**config.mk**
```make
export PLATFORM = sky130hd
export DESIGN_NAME = stick_command_line_parser_unit_flat
export DESIGN_NICKNAME = d
export VERILOG_FILES = /design/src/hw/rtl/scp_pkg.sv /design/src/hw/rtl/scp_if.sv /design/src/hw/rtl/stick_command_line_parser_unit.sv /design/src/flat_wrapper.sv
export SDC_FILE = /design/constraint.sdc
export NUM_CORES = 1
export LEC_CHECK = 0
export BUFFER_PORTS_ARGS = -buffer_cell sky130_fd_sc_hd__buf_4
export CORE_AREA = 2 2 109 111
export CTS_CLUSTER_SIZE = 24
export DETAILED_ROUTE_END_ITERATION = 6
export DIE_AREA = 0 0 111 113
export SYNTH_ARGS = -nofsm -noshare
export SYNTH_HDL_FRONTEND = slang
export SYNTH_SLANG_ARGS = --single-unit
```
**constraint.sdc**
```tcl
create_clock -name clk -period 3.6 [get_ports clk]
set_clock_uncertainty 0.15 [all_clocks]
set_input_delay 0.9 -clock clk [delete_from_list [all_inputs] [get_ports clk]]
set_output_delay 0.9 -clock clk [all_outputs]
set_load 0.005 [all_outputs]
```
**src/hw/rtl/scp_pkg.sv**
```systemverilog
package scp_pkg;

  localparam int unsigned LINE_LEN  = 13;
  localparam int unsigned POS_W     = 4;
  localparam int unsigned MAG_W     = 10;
  localparam int unsigned PCT_LIMIT = 100;

  typedef logic [POS_W-1:0] pos_t;
  typedef logic [MAG_W-1:0] mag_t;

  // byte positions of the fixed layout
  localparam pos_t POS_LX_L  = 4'd0;
  localparam pos_t POS_LX_X  = 4'd1;
  localparam pos_t POS_X_SGN = 4'd2;
  localparam pos_t POS_X_D0  = 4'd3;
  localparam pos_t POS_X_D1  = 4'd4;
  localparam pos_t POS_X_D2  = 4'd5;
  localparam pos_t POS_SPACE = 4'd6;
  localparam pos_t POS_LY_L  = 4'd7;
  localparam pos_t POS_LY_Y  = 4'd8;
  localparam pos_t POS_Y_SGN = 4'd9;
  localparam pos_t POS_Y_D0  = 4'd10;
  localparam pos_t POS_Y_D1  = 4'd11;
  localparam pos_t POS_Y_D2  = 4'd12;
  localparam pos_t POS_DONE  = 4'(LINE_LEN);

  localparam logic [7:0] CH_L     = 8'h4C;
  localparam logic [7:0] CH_X     = 8'h58;
  localparam logic [7:0] CH_Y     = 8'h59;
  localparam logic [7:0] CH_SPACE = 8'h20;
  localparam logic [7:0] CH_PLUS  = 8'h2B;
  localparam logic [7:0] CH_MINUS = 8'h2D;
  localparam logic [7:0] CH_ZERO  = 8'h30;
  localparam logic [7:0] CH_NINE  = 8'h39;

  localparam mag_t MAG_LIMIT = MAG_W'(PCT_LIMIT);

  function automatic logic is_digit(input logic [7:0] c);
    return (c >= CH_ZERO) && (c <= CH_NINE);
  endfunction

  function automatic logic is_sign(input logic [7:0] c);
    return (c == CH_PLUS) || (c == CH_MINUS);
  endfunction

  // mag * 10 + digit, kept to MAG_W bits
  function automatic mag_t add_digit(input mag_t mag, input logic [7:0] c);
    logic [7:0] d;
    d = is_digit(c) ? (c - CH_ZERO) : 8'd0;
    return MAG_W'((mag << 3) + (mag << 1) + MAG_W'(d));
  endfunction

endpackage

```
**src/hw/rtl/scp_if.sv**
```systemverilog
interface scp_in_if;
  logic       valid;
  logic       ready;
  logic [7:0] char_byte;
  logic       line_end;

  modport source (output valid, output char_byte, output line_end, input ready);
  modport sink   (input valid, input char_byte, input line_end, output ready);
endinterface

interface scp_out_if;
  logic              valid;
  logic              ready;
  logic              ok;
  logic signed [7:0] x_percent;
  logic signed [7:0] y_percent;

  modport source (output valid, output ok, output x_percent, output y_percent,
                  input ready);
  modport sink   (input valid, input ok, input x_percent, input y_percent,
                  output ready);
endinterface

```
**src/hw/rtl/stick_command_line_parser_unit.sv**
```systemverilog
// Stick command line parser.
// in_if carries one character per item (char_byte) and line_end on the
// last character of a line. out_if carries one result item per line:
// ok and the two signed percentages x_percent / y_percent (zero if not ok).
// The line must read "LX" sign ddd ' ' "LY" sign ddd in its first 13
// bytes; later bytes are ignored, shorter lines give ok = 0.
// Throughput: one character per cycle while in_if.ready is high; the
// position counter and digit accumulate sit between the input register
// and the state. The result passes the input register, then the result
// register, and is valid once it is in the result register.
// Characters that do not end a line never wait on the output side. When
// the receiver stalls, a pending result holds, one line end may sit in
// the input register, and in_if.ready drops only while that line end
// cannot move into the result register.
// Reset (rst_n low, synchronous) empties both registers and returns the
// line state to the start of a line.
module stick_command_line_parser_unit (
  input  logic      clk,
  input  logic      rst_n,
  scp_in_if.sink    in_if,
  scp_out_if.source out_if
);
  import scp_pkg::*;

  // input register
  logic       in_valid_r;
  logic [7:0] in_char_r;
  logic       in_end_r;

  // line state
  pos_t pos_r, pos_nxt;
  logic bad_r, bad_nxt;
  logic xneg_r, xneg_nxt;
  logic yneg_r, yneg_nxt;
  mag_t xmag_r, xmag_nxt;
  mag_t ymag_r, ymag_nxt;

  // result register
  logic              out_valid_r;
  logic              out_ok_r;
  logic signed [7:0] out_x_r;
  logic signed [7:0] out_y_r;

  logic s1_fire;
  logic good;
  logic line_ok;

  assign s1_fire     = in_valid_r && (!in_end_r || !out_valid_r || out_if.ready);
  assign in_if.ready = !in_valid_r || s1_fire;

  always_ff @(posedge clk) begin
    if (!rst_n) begin
      in_valid_r <= 1'b0;
    end else if (in_if.ready) begin
      in_valid_r <= in_if.valid;
    end
    if (in_if.ready && in_if.valid) begin
      in_char_r <= in_if.char_byte;
      in_end_r  <= in_if.line_end;
    end
  end

  always_comb begin
    pos_nxt  = pos_r;
    bad_nxt  = bad_r;
    xneg_nxt = xneg_r;
    yneg_nxt = yneg_r;
    xmag_nxt = xmag_r;
    ymag_nxt = ymag_r;
    good     = 1'b1;
    if (pos_r < POS_DONE) begin
      pos_nxt = pos_r + 4'd1;
      case (pos_r)
        POS_LX_L, POS_LY_L: good = (in_char_r == CH_L);
        POS_LX_X:           good = (in_char_r == CH_X);
        POS_LY_Y:           good = (in_char_r == CH_Y);
        POS_SPACE:          good = (in_char_r == CH_SPACE);
        POS_X_SGN: begin
          good     = is_sign(in_char_r);
          xneg_nxt = (in_char_r == CH_MINUS);
        end
        POS_Y_SGN: begin
          good     = is_sign(in_char_r);
          yneg_nxt = (in_char_r == CH_MINUS);
        end
        POS_X_D0, POS_X_D1, POS_X_D2: begin
          good     = is_digit(in_char_r);
          xmag_nxt = add_digit(xmag_r, in_char_r);
        end
        POS_Y_D0, POS_Y_D1, POS_Y_D2: begin
          good     = is_digit(in_char_r);
          ymag_nxt = add_digit(ymag_r, in_char_r);
        end
        default: good = 1'b1;
      endcase
      if (!good) begin
        bad_nxt = 1'b1;
      end
    end
    line_ok = (pos_nxt == POS_DONE) && !bad_nxt &&
              (xmag_nxt <= MAG_LIMIT) && (ymag_nxt <= MAG_LIMIT);
  end

  always_ff @(posedge clk) begin
    if (!rst_n) begin
      pos_r  <= '0;
      bad_r  <= 1'b0;
      xneg_r <= 1'b0;
      yneg_r <= 1'b0;
      xmag_r <= '0;
      ymag_r <= '0;
    end else if (s1_fire) begin
      if (in_end_r) begin
        pos_r  <= '0;
        bad_r  <= 1'b0;
        xneg_r <= 1'b0;
        yneg_r <= 1'b0;
        xmag_r <= '0;
        ymag_r <= '0;
      end else begin
        pos_r  <= pos_nxt;
        bad_r  <= bad_nxt;
        xneg_r <= xneg_nxt;
        yneg_r <= yneg_nxt;
        xmag_r <= xmag_nxt;
        ymag_r <= ymag_nxt;
      end
    end
  end

  always_ff @(posedge clk) begin
    if (!rst_n) begin
      out_valid_r <= 1'b0;
    end else if (s1_fire && in_end_r) begin
      out_valid_r <= 1'b1;
    end else if (out_if.ready) begin
      out_valid_r <= 1'b0;
    end
    if (s1_fire && in_end_r) begin
      out_ok_r <= line_ok;
      if (line_ok) begin
        out_x_r <= xneg_nxt ? -$signed(xmag_nxt[7:0]) : $signed(xmag_nxt[7:0]);
        out_y_r <= yneg_nxt ? -$signed(ymag_nxt[7:0]) : $signed(ymag_nxt[7:0]);
      end else begin
        out_x_r <= '0;
        out_y_r <= '0;
      end
    end
  end

  assign out_if.valid     = out_valid_r;
  assign out_if.ok        = out_ok_r;
  assign out_if.x_percent = out_x_r;
  assign out_if.y_percent = out_y_r;

endmodule

```
**src/flat_wrapper.sv**
```systemverilog
// flat-port wrapper written by rule: the top's interface ports become plain ports
module stick_command_line_parser_unit_flat import scp_pkg::*;
  (clk, rst_n, in_if_valid, in_if_char_byte, in_if_line_end, in_if_ready, out_if_valid, out_if_ok, out_if_x_percent, out_if_y_percent, out_if_ready);
  scp_in_if in_if_i ();
  scp_out_if out_if_i ();
  input  logic clk;
  input  logic rst_n;
  input wire logic [$bits(in_if_i.valid)-1:0] in_if_valid;
  input wire logic [$bits(in_if_i.char_byte)-1:0] in_if_char_byte;
  input wire logic [$bits(in_if_i.line_end)-1:0] in_if_line_end;
  output wire logic [$bits(in_if_i.ready)-1:0] in_if_ready;
  output wire logic [$bits(out_if_i.valid)-1:0] out_if_valid;
  output wire logic [$bits(out_if_i.ok)-1:0] out_if_ok;
  output wire logic [$bits(out_if_i.x_percent)-1:0] out_if_x_percent;
  output wire logic [$bits(out_if_i.y_percent)-1:0] out_if_y_percent;
  input wire logic [$bits(out_if_i.ready)-1:0] out_if_ready;
  assign in_if_i.valid = in_if_valid;
  assign in_if_i.char_byte = in_if_char_byte;
  assign in_if_i.line_end = in_if_line_end;
  assign in_if_ready = in_if_i.ready;
  assign out_if_valid = out_if_i.valid;
  assign out_if_ok = out_if_i.ok;
  assign out_if_x_percent = out_if_i.x_percent;
  assign out_if_y_percent = out_if_i.y_percent;
  assign out_if_i.ready = out_if_ready;
  stick_command_line_parser_unit u_core (.clk(clk), .rst_n(rst_n), .in_if(in_if_i), .out_if(out_if_i));
endmodule
```
# Word-level counts from Yosys, hierarchy flattened
# Cells that the tools add are included.
# W data, S select, Z words.
[word_totals] regBits=55 in_bits=13 out_inout_bits=19
[op_classes] addsub=8 magnitude_cmp=5 n_eq_ne=19 mux=24 n_reduce_logical=22
[ops] cell="$mux W10" count=6
[ops] cell="$eq A4 B4 Y1 const B" count=6
[ops] cell="$eq A8 B6 Y1 const B" count=3
[ops] cell="$eq A8 B7 Y1 const B" count=3
[ops] cell="$mux W8" count=3
[ops] cell="$add A10 B10 Y10" count=2
[ops] cell="$add A10 B8 Y10" count=2
[ops] cell="$le A10 B7 Y1 const B" count=2
[ops] cell="$eq A4 B3 Y1 const B" count=4
[ops] cell="$neg A8 Y8" count=2
[ops] cell="$mux W1" count=12
[ops] cell="$eq A4 B2 Y1 const B" count=2
[ops] cell="$ge A8 B6 Y1 const B" count=1
[ops] cell="$le A8 B6 Y1 const B" count=1
[ops] cell="$mux W4" count=2
[ops] cell="$sub A8 B6 Y8 const B" count=1
[ops] cell="$logic_and A1 B1 Y1" count=7
[ops] cell="$pmux W1 S6" count=1
[ops] cell="$reduce_or A3 Y1" count=2
[ops] cell="$reduce_or A6 Y1" count=1
[ops] cell="$add A4 B1 Y4 const B" count=1
[ops] cell="$eq A4 B1 Y1 const B" count=1
[ops] cell="$logic_not A1 Y1" count=4
[ops] cell="$logic_not A4 Y1" count=1
[ops] cell="4 further kinds" count=8

# Longest topological paths before layout
[logic_depth] ltp_word=10 mapped_depth=16

# Least setup slack after synthesis
# OpenSTA, ideal clock, no wires.
[synth_path] path_type="register -> register" from="reg u_core.in_char_r[4]" to="reg u_core.out_x_r[7], in the netlist u_core.out_if.x_percent[7] (data pin)" setup_time_ns=0.170 t_arrival_ns=3.609 required_ns=3.280 setup_slack_ns=-0.329 stages_incl_launch_ff=15 path_buffers=0 synth_period_minus_slack_ns=3.929 cell_sequence="edfxtp_1 > ha_1 > nor3b_1 > and2_1 > nand2_1 > xnor2_1 > ha_1 > fa_1 > a211o_1 > a21o_1 > a31oi_1 > a221oi_1 > nor4_2 > nand4_4 > a311oi_2"
[synth_between] elab_chain_len=10
[synth_rtl] item="from (decl)" line="stick_command_line_parser_unit.sv:27" text="logic [7:0] in_char_r;"
[synth_rtl] item="from (signal assigned)" line="stick_command_line_parser_unit.sv:58" text="in_char_r <= in_if.char_byte;"
[synth_rtl] item="branches (longest 10 deep; another with $add A10 B8 Y10)"
[synth_rtl] item="to (signal assigned)" line="stick_command_line_parser_unit.sv:142" text="out_x_r <= xneg_nxt ? -$signed(xmag_nxt[7:0]) : $signed(xmag_nxt[7:0]);"
[synth_rtl] item="to (decl)" line="stick_command_line_parser_unit.sv:41" text="logic signed [7:0] out_x_r;"
# Several ways; the timed one is not identified. The select of a mux whose other input is x is not followed.
# A chain may end at the register's enable or synchronous reset.

# Worst setup path after layout
[layout_path] from="reg u_core.in_char_r[5]" to="reg u_core.out_y_r[7], in the netlist u_core.out_if.y_percent[7] (data pin)"
[layout_between] elab_chain_len=10
[layout_rtl] item="branches (longest 10 deep; another with $add A10 B8 Y10)"
[layout_rtl] item="to (signal assigned)" line="stick_command_line_parser_unit.sv:143" text="out_y_r <= yneg_nxt ? -$signed(ymag_nxt[7:0]) : $signed(ymag_nxt[7:0]);"
[layout_rtl] item="to (decl)" line="stick_command_line_parser_unit.sv:42" text="logic signed [7:0] out_y_r;"
# Several ways; the timed one is not identified. The select of a mux whose other input is x is not followed.

==> results.txt <==
The final cell count without fillers is 665. The required time at the endpoint of the critical path is 3.57 ns. The initial antenna violation count was 0.

The cell count of the worst reg-to-reg path is 15. The HPWL reported at the end of detailed placement came out at 7840 um. The number of top-level design ports came out at 32. The DRC violations left came out at 0. The mean instance size in the synthesized netlist is 9.61 um2.

STA classifies the critical path endpoint as a register. STA classifies the critical path startpoint as a register. The number of enable-type register cells in the synthesized netlist came out at 26. Counting instances in the post-synthesis netlist gives the leading cell types as 34 x sky130_fd_sc_hd__ha_1, 32 x sky130_fd_sc_hd__nor2_1, 29 x sky130_fd_sc_hd__dfxtp_1. The post-CTS clock slew at the launch and capture registers of the worst setup and hold paths came out at 0.07 ns. In this run the critical register-to-register path is captured at u_core.out_if.y_percent[7]$_SDFFCE_PN0P_. The placer's final routability congestion estimate came out at 0.908. Ranked by total cell area, the synthesized netlist is headed by sky130_fd_sc_hd__edfxtp_1 19%, sky130_fd_sc_hd__dfxtp_1 14%, sky130_fd_sc_hd__ha_1 10%.

The clock tree buffer depth came out at 2. The routed design could run at a clock period as short as 3.81 ns. Clock tree synthesis selected as its root buffer the cell sky130_fd_sc_hd__clkbuf_16. The path with the worst hold slack has its endpoint at u_core.bad_r$_SDFFE_PN0P_. The total number of clock tree sinks came out at 55. The detailed router finished its first iteration with 151 violations. The power density over the cells is 232 nW/um2.

The first detailed-routing pass ran for 4 iterations. TritonCTS built the clock tree. The worst hold path cell count is 2. The flow ran to the end, but the final reports show violations. In the synthesized netlist the dominant register cell turns out to be sky130_fd_sc_hd__dfxtp_1. For the pin with the worst max-slew slack, the measured transition is 0.715 ns. The via count of the first global-routing pass was 3523. The largest total area in the synthesized netlist belongs to sky130_fd_sc_hd__edfxtp_1. The floorplan has 39 rows. The post-synthesis async set-or-reset flop share is 0%.

The number of register bits inferred by synthesis is 55. The synthesized design devotes to its leading area cell type 18.9% of total area. Among all cell types in the netlist, the one instantiated most often is sky130_fd_sc_hd__ha_1. The repair_antennas step left the layout with diodes totalling 0. The per-cell routed wire length came out at 15.9 um.

Setup repair after global routing could not meet its margin everywhere. Summed over all layers, the global routing overflow is 0. The core box area came out at 11300 um2. The type of the most critical hold path is reg -> reg. The largest net degree at the start of global routing is 30. The arrival time at the worst endpoint is 3.78 ns.

In this run the static leakage power is 2.17 nW. The synthesized netlist cell count is 430. The part of the cycle the worst path needs is 106%. The share of cells above drive strength 1 is 33.3%. The number of max-slew violations in the final report is 0. The global-route usage over all layers is 17.2%. The number of inserted filler cells in the final layout is 1048. The first global-routing pass estimated 17600 um of wire.

Summing every instance area after synthesis gives 4130 um2. Input and output buffers added on the ports amount to 31. The overall power after layout came out at 0.00125 W. Once routing completed, OpenROAD measured the worst setup slack at -0.212 ns.

The final reports fail on setup timing. The highest ir drop seen on vdd is 0.000196 V. The worst hold path begins at u_core.bad_r$_SDFFE_PN0P_. After synthesis, the netlist uses 69 different library cells. The antenna violation net count after detailed routing came out at 0.

The wire length after detailed routing came out at 10600 um. Using the TritonRoute via totals, the vias-per-cell ratio works out to 5.41. The number of hold buffers added after CTS was 0. The maximum clock frequency came out at 262 MHz. The Yosys step of the flow raised 0 warnings. The initial cell density of the core came out at 36.7%. Measured against its own limit, the worst slew margin works out to 52.3%.

The critical path starts at u_core.in_char_r[5]$_DFFE_PP_. The clock reaches the later pin of the worst-skew pair after 0.29 ns. The number of endpoints failing setup at the final stage is 17.

The post-synthesis sequential area ratio is 32.9%. In this run the critical register-to-register path is launched from u_core.in_char_r[5]$_DFFE_PP_. The chip width is 111 um. The die covers 12500 um2. The routed via count is 3596.

The maximum fanout count along the critical path came out at 6. Buffers inserted during clock tree synthesis total 5. The worst setup path is of the reg -> reg kind. The flop-to-flop setup slack is -0.21 ns. The hold violation count in the final report is 0.

Compared with the post-synthesis result, the final layout area differs by 30.1%. The vertical die dimension came out at 113 um. The max capacitance violation total came out at 0. The number of cells after detailed placement is 649. The number of levels the H-tree was split into is 2.

The number of nets in the layout is 574.
critical path, stage by stage, from the launching register on:
cell and delay [ns]:
sky130_fd_sc_hd__edfxtp_1 0.36, sky130_fd_sc_hd__ha_2 0.17, sky130_fd_sc_hd__nor3b_4 0.26, sky130_fd_sc_hd__and2_4 0.21, sky130_fd_sc_hd__nand2_4 0.06, sky130_fd_sc_hd__xnor2_2 0.13
sky130_fd_sc_hd__ha_1 0.34, sky130_fd_sc_hd__fa_2 0.35, sky130_fd_sc_hd__a211o_1 0.31, sky130_fd_sc_hd__a31oi_2 0.21, sky130_fd_sc_hd__nor4b_1 0.09, sky130_fd_sc_hd__nor3_2 0.23
sky130_fd_sc_hd__o2111a_1 0.27, sky130_fd_sc_hd__nand4_4 0.13, sky130_fd_sc_hd__buf_12 0.17, sky130_fd_sc_hd__a311oi_2 0.19
what timing repair did:
action	4_1_cts	5_1_grt
setup buffers	7	3
pin swaps	13	8
resized for setup	32	10
setup endpoints to repair	18	19
final cells by class:
cell class	instances	area [um2]	area share [%]
clock buffers	7	133	2.47
clock inverters	1	5.00	0.0930
inverters	9	33.8	0.628
multi-input cells	350	2890	53.7
flip-flops and latches	55	1360	25.3
well taps	143	179	3.33
repair buffers	100	782	14.5
power breakdown:
part / internal, W / leakage (nW) / total (W) / switching (W)
sequential: 0.000666 / 0.482 / 0.000676 / 0.00000980
clock: 0.000258 / 0.0679 / 0.000468 / 0.000210
combinational: 0.0000488 / 1.62 / 0.000107 / 0.0000582
total: 0.000972 / 2.17 / 0.00125 / 0.000278
sequential cells by signal, indices dropped and copies added, names as in the netlist:
name                     count
u_core.xneg_r                1
u_core.ymag_r               10
u_core.out_if.ok             1
u_core.in_end_r              1
u_core.pos_r                 4
u_core.out_if.y_percent      8
u_core.in_valid_r            1
u_core.yneg_r                1
u_core.xmag_r               10
u_core.in_char_r             8
u_core.out_if.valid          1
u_core.bad_r                 1
u_core.out_if.x_percent      8
cell families (layout without fill, tap and decap cells):
family | Yosys count | after routing | synth area share (%)
buf+inv | 26 | 117 | 3.21
flops | 55 | 55 | 32.9
mux | 19 | 19 | 4.84
simple gates | 147 | 147 | 19.8
other cells | 1 | 2 | 0.0907
xor+xnor | 27 | 27 | 5.72
fa+ha+maj | 40 | 40 | 13.2
compound gates | 115 | 115 | 20.2
worst max path at each step:
stage                     slack [ns]  cells after the start                                       end
after floorplan                -0.08                     15  u_core.out_if.x_percent[0]$_SDFFCE_PN0P_
after global placement         -0.24                     14  u_core.out_if.y_percent[5]$_SDFFCE_PN0P_
after detailed placement       -0.33                     15  u_core.out_if.y_percent[6]$_SDFFCE_PN0P_
after CTS                      -0.18                     16  u_core.out_if.y_percent[7]$_SDFFCE_PN0P_
after global routing           -0.43                     15  u_core.out_if.y_percent[7]$_SDFFCE_PN0P_
final                          -0.21                     15  u_core.out_if.y_percent[7]$_SDFFCE_PN0P_
cell usage in the layout, fill, tap and decap left out, drive strengths merged, types with 10 or more instances in the layout:
cell	count
a21oi	18
mux2i	14
nand2	24
ha	34
nor2	41
xor2	15
o21ai	23
a21o	10
and2	13
edfxtp	26
buf	100
nor3	10
xnor2	12
nor2b	17
dfxtp	29
through the flow:
step	hold slack, ns	setup TNS, ns	worst slack [ns]	utilization (%)	cell area, um2
4_1_cts	0.346	-2.26	-0.184	47.2	5330
3_5_place_dp	0.329	-4.69	-0.326	44.0	4960
6_report	0.343	-2.71	-0.212	47.7	5380
3_3_place_gp	0.315	-3.23	-0.238	44.0	4960
2_1_floorplan	0.302	-0.937	-0.0755	-	4190
5_1_grt	0.354	-6.40	-0.435	47.7	5380
layer usage:
metal	routed length, um	track usage, %
met1	4900	22.9
met4	113	4.25
met5	0	0
met2	5050	29.7
met3	506	2.25
(Power assumes the default switching activity.)
